**src/ents_pkg.sv**
```systemverilog
package ents_pkg;

	// Field widths of the stream and the configuration registers
	localparam int MAG_W = 8;
	localparam int DIR_W = 2;
	localparam int REG_W = 11;

	// Register values after reset
	localparam int WIDTH_RESET = 640;
	localparam int HEIGHT_RESET = 480;
	localparam logic [MAG_W-1:0] LOW_RESET = 8'd51;
	localparam logic [MAG_W-1:0] HIGH_RESET = 8'd127;

	// Value given to a strong edge
	localparam logic [MAG_W-1:0] STRONG_EDGE = 8'd255;

	typedef logic [MAG_W-1:0] mag_t;

	// Configuration register indexes
	typedef enum logic [1:0] {
		CFG_WIDTH  = 2'd0,
		CFG_HEIGHT = 2'd1,
		CFG_LOW    = 2'd2,
		CFG_HIGH   = 2'd3
	} cfg_reg_t;

	// Gradient direction codes
	typedef enum logic [DIR_W-1:0] {
		DIR_HORZ    = 2'd0,
		DIR_DIAG45  = 2'd1,
		DIR_VERT    = 2'd2,
		DIR_DIAG135 = 2'd3
	} dir_t;

	// Which sides of the 3x3 window fall outside the image
	typedef struct packed {
		logic top;
		logic bottom;
		logic left;
		logic right;
	} border_t;

	// One pixel request into the row buffers
	typedef struct packed {
		logic valid;
		mag_t mag;
		dir_t dir;
	} row_req_t;

endpackage

```
**src/ents_suppress.sv**
```systemverilog
module ents_suppress (
	input  ents_pkg::mag_t [8:0]  win,
	input  ents_pkg::border_t     brd,
	input  ents_pkg::dir_t        dir,
	input  ents_pkg::mag_t        low_thr,
	input  ents_pkg::mag_t        high_thr,
	output ents_pkg::mag_t        thin,
	output ents_pkg::mag_t        strength
);
	import ents_pkg::*;

	mag_t [8:0] nb;
	mag_t       n1;
	mag_t       n2;

	// Neighbors outside the image read as zero
	always_comb begin
		nb = win;
		if (brd.top) begin
			nb[0] = '0; nb[1] = '0; nb[2] = '0;
		end
		if (brd.bottom) begin
			nb[6] = '0; nb[7] = '0; nb[8] = '0;
		end
		if (brd.left) begin
			nb[0] = '0; nb[3] = '0; nb[6] = '0;
		end
		if (brd.right) begin
			nb[2] = '0; nb[5] = '0; nb[8] = '0;
		end
	end

	// Pick the two neighbors along the gradient direction
	always_comb begin
		case (dir)
			DIR_HORZ: begin
				n1 = nb[3]; n2 = nb[5];
			end
			DIR_DIAG45: begin
				n1 = nb[0]; n2 = nb[8];
			end
			DIR_VERT: begin
				n1 = nb[1]; n2 = nb[7];
			end
			default: begin
				n1 = nb[2]; n2 = nb[6];
			end
		endcase
	end

	// Keep only a strict local maximum, then classify against the thresholds
	always_comb begin
		thin = (n1 >= nb[4] || n2 >= nb[4]) ? '0 : nb[4];
		if (thin < low_thr) begin
			strength = '0;
		end else if (thin < high_thr) begin
			strength = high_thr;
		end else begin
			strength = STRONG_EDGE;
		end
	end

endmodule

```
**config.mk**
```make
export PLATFORM = sky130hd
export DESIGN_NAME = ents_suppress
export DESIGN_NICKNAME = d
export VERILOG_FILES = /design/src/ents_pkg.sv /design/src/ents_suppress.sv
export SDC_FILE = /design/constraint.sdc
export NUM_CORES = 1
export LEC_CHECK = 0
export BUFFER_PORTS_ARGS = -buffer_cell sky130_fd_sc_hd__buf_4
export CORE_MARGIN = 1
export CORE_UTILIZATION = 42
export DETAILED_ROUTE_END_ITERATION = 6
export PLACE_DENSITY = 0.85
export SLEW_MARGIN = 30
export SYNTH_ARGS = -nofsm -noshare
export SYNTH_HDL_FRONTEND = slang
export SYNTH_SLANG_ARGS = --single-unit
```
**constraint.sdc**
```tcl
create_clock -name vclk -period 6.2
set_input_delay 1.24 -clock vclk [all_inputs]
set_output_delay 1.24 -clock vclk [all_outputs]
set_load 0.02 [all_outputs]
```
; ---- Word level (Yosys, flattened, before mapping)
; Index checks and enable logic that the tools add are counted.
[op_classes]
order_cmp = 4
n_eq_ne = 2
muxes = 13
reduce_logical = 2
[op_table]
columns = op, n
row1 = $mux 8, 9
row2 = $mux 24, 2
row3 = $pmux 8 s3, 2
row4 = $ge 8x8->1, 2
row5 = $lt 8x8->1, 2
row6 = $eq 2x1->1 const B, 1
row7 = $eq 2x2->1 const B, 1
row8 = $logic_not 2->1, 1
row9 = $logic_or 1x1->1, 1
[totals]
ff_bits = 0
output_inout_bits = 16
elab_cells = 21

; ---- Depth between registers and ports, before layout
[logic_depth]
ltp_word = 9
mapped_depth = 18
mapped_depth_nobuf = 17

; ---- Least setup slack after synthesis
; Ideal clock, no wire load.
[synth_path]
path_kind = input-to-output
from = input port dir[0]
to = output port strength[1]
arrival_time_ns = 4.636
slack_ns = 0.324
path_stages = 18
path_buffers = 2
cell_sequence = nor2b_4 > buf_6 > and3b_1 > buf_6 > a22oi_1 > o21ai_0 > ha_1 > and3_1 > o21ai_1 > a311o_1 > and3_4 > and2_1 > ha_1 > nor2b_1 > o211ai_1 > a21oi_1 > a211oi_2 > a22oi_1
[synth_via]
elab_chain_cells = 8
elab_cells_between_ends = 13
[synth_lines]
columns = element, line
row1 = start: declaration, ents_suppress.sv:4  ; input ents_pkg::dir_t dir,
row2 = $eq 2x2->1 (tied with other cells), ents_suppress.sv:35  ; case (dir)
row3 = $pmux 8 s3, ents_suppress.sv:35
row4 = $ge 8x8->1, ents_suppress.sv:53  ; thin = (n1 >= nb[4] || n2 >= nb[4]) ? '0 : nb[4];
row5 = $logic_or 1x1->1 *, ents_suppress.sv:53
row6 = $mux 8 *, ents_suppress.sv:53
row7 = via thin[1], ents_suppress.sv:7  ; output ents_pkg::mag_t thin,
row8 = $lt 8x8->1, ents_suppress.sv:56  ; end else if (thin < high_thr) begin
row9 = $mux 8, ents_suppress.sv:56
row10 = $mux 8 *, ents_suppress.sv:54  ; if (thin < low_thr) begin
row11 = end: declaration, ents_suppress.sv:8  ; output ents_pkg::mag_t strength
; Mark *: on every way through the listed nets, which the timed path passes. The rest lies on a longest branch.

; ---- Final worst setup path
[layout_path]
from = input port dir[0]
to = output port strength[7]
[layout_via]
elab_chain_cells = 8
elab_cells_between_ends = 13
[layout_lines]
columns = element, line
row1 = $eq 2x2->1 (tied with other cells), ents_suppress.sv:35
row2 = $pmux 8 s3, ents_suppress.sv:35
row3 = $ge 8x8->1, ents_suppress.sv:53
row4 = $logic_or 1x1->1 *, ents_suppress.sv:53
row5 = $mux 8 *, ents_suppress.sv:53
row6 = $lt 8x8->1, ents_suppress.sv:56
row7 = $mux 8, ents_suppress.sv:56
row8 = $mux 8 *, ents_suppress.sv:54
; Mark *: on every way between the ends. The rest lies on a longest branch, timed or not.

==> impl_results.html <==
<table>
<tr><th>Metric</th><th>Value</th></tr>
<tr><th colspan="2">Run status</th></tr>
<tr><td>Outcome</td><td>complete, no violations</td></tr>
<tr><th colspan="2">Drt</th></tr>
<tr><td>WL met2</td><td>2.37 mm</td></tr>
<tr><td>Post-Route WL</td><td>4.57 mm</td></tr>
<tr><td>Post-detailed-route via-to-cell ratio</td><td>5.41</td></tr>
<tr><td>Wl on met1</td><td>1.98 mm</td></tr>
<tr><td>Iteration-0 DRC count of the detailed router</td><td>82</td></tr>
<tr><td>Final routed DRC violation total</td><td>0</td></tr>
<tr><td>Total vias in the final route</td><td>1,933</td></tr>
<tr><td>Pre-antenna DRT Iters</td><td>5</td></tr>
<tr><td>Average routed wire per standard cell</td><td>12.8 um</td></tr>
<tr><td>WL met3</td><td>205 um</td></tr>
<tr><td>ANT nets after route</td><td>0</td></tr>
<tr><td>Top routing layer used</td><td>met4</td></tr>
<tr><th colspan="2">Timing</th></tr>
<tr><td>Highest clock frequency the design can meet</td><td>0.167 GHz</td></tr>
<tr><td>Minimum period implied by the final worst setup slack</td><td>6.00 ns</td></tr>
<tr><td>Setup-failing EPs final</td><td>0</td></tr>
<tr><td>Count of endpoints failing hold in the final timing report</td><td>0</td></tr>
<tr><td>Crit share post-route</td><td>0.968</td></tr>
<tr><td>Setup TNS</td><td>0 ns</td></tr>
<tr><td>Max-slew headroom at the worst pin</td><td>0.757</td></tr>
<tr><td>Transition time of the tightest slew-check pin</td><td>0.363 ns</td></tr>
<tr><td>Pins over their slew limit</td><td>0</td></tr>
<tr><td>Setup repair after global routing missed its margin</td><td>false</td></tr>
<tr><th colspan="2">Pwr</th></tr>
<tr><td>Leakage power figure</td><td>1.22 nW</td></tr>
<tr><td>Net switching share of the total power</td><td>0.490</td></tr>
<tr><td>P per Cell Area</td><td>95.4 mW/mm^2</td></tr>
<tr><td>Relative contribution of sequential cells to total power</td><td>0</td></tr>
<tr><td>Switching power</td><td>0.000108 W</td></tr>
<tr><td>Worst supply voltage drop on vdd</td><td>50.8 uV</td></tr>
<tr><td>Internal Dissipation</td><td>0.000113 W</td></tr>
<tr><td>Share of total power in combinational logic</td><td>1.000</td></tr>
<tr><td>Clock group share of total power</td><td>0</td></tr>
<tr><th colspan="2">Yosys</th></tr>
<tr><td>Main combinational cell family by area after synthesis</td><td>compound AO/OA/AOI/OAI gates</td></tr>
<tr><td>Post-synthesis share of cell area spent on xor and xnor gates</td><td>0</td></tr>
<tr><td>Number of nets produced by synthesis</td><td>323</td></tr>
<tr><td>Yosys cell types</td><td>35</td></tr>
<tr><td>Post-synthesis instance total</td><td>199</td></tr>
<tr><td>Mux cell area share after synthesis</td><td>0</td></tr>
<tr><td>Sequential-to-total area share from yosys stat</td><td>0</td></tr>
<tr><td>Synthesized area divided by synthesized cell count</td><td>6.99 um^2</td></tr>
<tr><td>Proportion of netlist area held by the largest area contributor</td><td>0.270</td></tr>
<tr><td>Simple-gate area share of the yosys netlist</td><td>0.256</td></tr>
<tr><td>Post-synthesis instance area</td><td>0.00139 mm^2</td></tr>
<tr><td>Yosys top cell by area</td><td>sky130_fd_sc_hd__ha_1</td></tr>
<tr><td>Number of synthesis warnings</td><td>0</td></tr>
<tr><td>Adder-cell share of the synthesized area</td><td>0.270</td></tr>
<tr><td>Top cells by area in the synthesized netlist</td><td>sky130_fd_sc_hd__ha_1, sky130_fd_sc_hd__a22oi_1, sky130_fd_sc_hd__inv_1</td></tr>
<tr><td>Area fraction in compound gates after synthesis</td><td>0.383</td></tr>
<tr><th colspan="2">Die</th></tr>
<tr><td>Standard-cell row count</td><td>20</td></tr>
<tr><td>Chip width</td><td>59.5 um</td></tr>
<tr><td>DIE AREA</td><td>0.00354 mm^2</td></tr>
<tr><td>Vert. Die Dim</td><td>59.5 um</td></tr>
<tr><td>Num ports</td><td>110</td></tr>
<tr><td>Initial Util</td><td>0.448</td></tr>
<tr><td>Floorplan Core Area</td><td>0.00310 mm^2</td></tr>
<tr><th colspan="2">Cells and area</th></tr>
<tr><td>Number of diodes added for antenna fixing</td><td>0</td></tr>
<tr><td>Fraction of the core area covered by cells at the end of the flow</td><td>0.747</td></tr>
<tr><td>Post-layout nets</td><td>439</td></tr>
<tr><td>Clock buffer instance count of the final layout</td><td>0</td></tr>
<tr><td>Area taken by flip-flops and latches</td><td>0 um^2</td></tr>
<tr><td>Most frequent cells in the layout</td><td>sky130_fd_sc_hd__buf_4, sky130_fd_sc_hd__ha_1, sky130_fd_sc_hd__a22oi_1, sky130_fd_sc_hd__inv_1, sky130_fd_sc_hd__nor2_1</td></tr>
<tr><td>Most common library cell in the layout ignoring fill and taps</td><td>sky130_fd_sc_hd__buf_4</td></tr>
<tr><td>Number of non-filler instances in the completed layout</td><td>357</td></tr>
<tr><td>Ratio of cells with drive above 1 in the final layout</td><td>0.444</td></tr>
<tr><td>Syn-to-layout area delta</td><td>66.8%</td></tr>
<tr><td>Sequential cell count</td><td>0</td></tr>
<tr><td>Finished Cell Area</td><td>0.00232 mm^2</td></tr>
<tr><th colspan="2">GRT</th></tr>
<tr><td>Remaining global-route overflow</td><td>0</td></tr>
<tr><td>Largest net degree at the start of global routing</td><td>15</td></tr>
<tr><td>Antenna violations before repair</td><td>0</td></tr>
<tr><td>Number of global-route vias before repair</td><td>1,655</td></tr>
<tr><td>Wire length of the first global-routing pass</td><td>6.71 mm</td></tr>
<tr><td>Overall global routing resource usage</td><td>0.237</td></tr>
<tr><th colspan="2">Setup path</th></tr>
<tr><td>Largest delay share family, worst path</td><td>compound AO/OA/AOI/OAI gates</td></tr>
<tr><td>Peak per-stage delay on the critical path</td><td>0.47 ns</td></tr>
<tr><td>Slowest library cell on the worst path</td><td>sky130_fd_sc_hd__a221o_2</td></tr>
<tr><td>Sum of buffers and inverters on the critical path</td><td>3</td></tr>
<tr><td>Endpoint kind of the worst setup timing path</td><td>output port</td></tr>
<tr><td>Critical path start-end classification</td><td>in2out</td></tr>
<tr><td>Worst path most repeated cell</td><td>sky130_fd_sc_hd__buf_4</td></tr>
<tr><td>Worst Path Required</td><td>4.96 ns</td></tr>
<tr><td>Maximum fanout along the worst path</td><td>9</td></tr>
<tr><td>CP Cell Sequence</td><td>buf_4 -&gt; nor2b_4 -&gt; and3b_2 -&gt; buf_4 -&gt; a22oi_1 -&gt; o21ai_0 -&gt; ha_1 -&gt; a21oi_1 -&gt; o21ai_0 -&gt; a21oi_2 -&gt; and3_4 -&gt; and2_1 -&gt; ha_1 -&gt; o21ai_1 -&gt; a21oi_1 -&gt; a221o_2 -&gt; nor2_1 -&gt; a22oi_1 -&gt; buf_4</td></tr>
<tr><td>Arrival time at the worst endpoint</td><td>4.76 ns</td></tr>
<tr><td>Nature of the critical path startpoint</td><td>input port</td></tr>
<tr><th colspan="2">Place</th></tr>
<tr><td>Count of buffers from port buffering</td><td>110</td></tr>
<tr><td>Last weighted congestion value of the routability-driven placer</td><td>0.874</td></tr>
<tr><td>Cell total after placement</td><td>354</td></tr>
<tr><td>Cell area reported after detailed placement</td><td>0.00228 mm^2</td></tr>
<tr><td>Sum of net half-perimeters after detailed placement</td><td>3.98 mm</td></tr>
<tr><th colspan="2">Clock network</th></tr>
<tr><td>Cts-stage hold buffer count</td><td>0</td></tr>
<tr><th colspan="2">Run</th></tr>
<tr><td>Number of max-cap violations</td><td>0</td></tr>
<tr><th colspan="2">Min path</th></tr>
<tr><td>Classification of the worst-slack hold path</td><td>in2out</td></tr>
</table>
-- power by group through the flow --
stage | Combinational (W) | Sequential (W) | Clock, W
4_1_cts | 0.000214 | 0 | 0
3_5_place_dp | 0.000213 | 0 | 0
2_1_floorplan | 0.000115 | 0 | 0
3_3_place_gp | 0.000209 | 0 | 0
6_report | 0.000221 | 0 | 0
5_1_grt | 0.000241 | 0 | 0
-- layout make-up --
type / count / area, um^2
Fill cell: 275 / 785
Timing Repair Buffer: 119 / 893
Multi-Input combinational cell: 170 / 1280
Tap cell: 44 / 55.1
Inverter: 24 / 90.1
-- synthesized netlist by cell type (all sizes together) --
master,n
ha,30
a22oi,29
inv,24
nor2,20
o21ai,19
a21oi,17
nand2,14
and2,8
nand4,6
a211oi,4
buf,4
nor2b,4
nor3,3
a21o,2
a221oi,2
and3,2
nand3,2
o211ai,2
a221o,1
a311o,1
and3b,1
clkbuf,1
nand3b,1
nor3b,1
o31ai,1
-- metrics by stage --
step           hold slack (ns)  setup WS (ns)  total power (W)
2_1_floorplan             2.66          0.324         0.000115
3_3_place_gp              2.85          0.167         0.000209
3_5_place_dp              2.84         0.0497         0.000213
4_1_cts                   2.84         0.0295         0.000214
5_1_grt                   2.86         0.0183         0.000241
6_report                  2.85          0.199         0.000221
-- worst min-delay path: stages --
cell and delay (ns):
sky130_fd_sc_hd__buf_4 0.11, sky130_fd_sc_hd__and2_1 0.12, sky130_fd_sc_hd__buf_4 0.13
-- cell families (layout without fill, tap and decap cells) --
family                   after synthesis  count (layout)
adder cells (fa/ha/maj)               30              30
buffers and inverters                 29             143
AO/OA/AOI/OAI                         78              78
AND/OR/NAND/NOR                       62              62
-- path summary, 6_finish.rpt --
path                  startpoint          end  depth (start not counted)
worst max-delay path      dir[0]  strength[7]                         19
worst min-delay path     win[32]      thin[0]                          3
-- metal layers --
layer	vias up	GRT usage
met5	-	0
met4	0	0.00997
met3	2	0
met2	81	0.461
met1	877	0.306
li1	973	-
-- repair_timing --
action                     CTS  global route
setup buffers                0             3
setup endpoints to repair    0             8
gates resized for setup      0            10
Note: power is estimated with default switching activity, not from simulation.
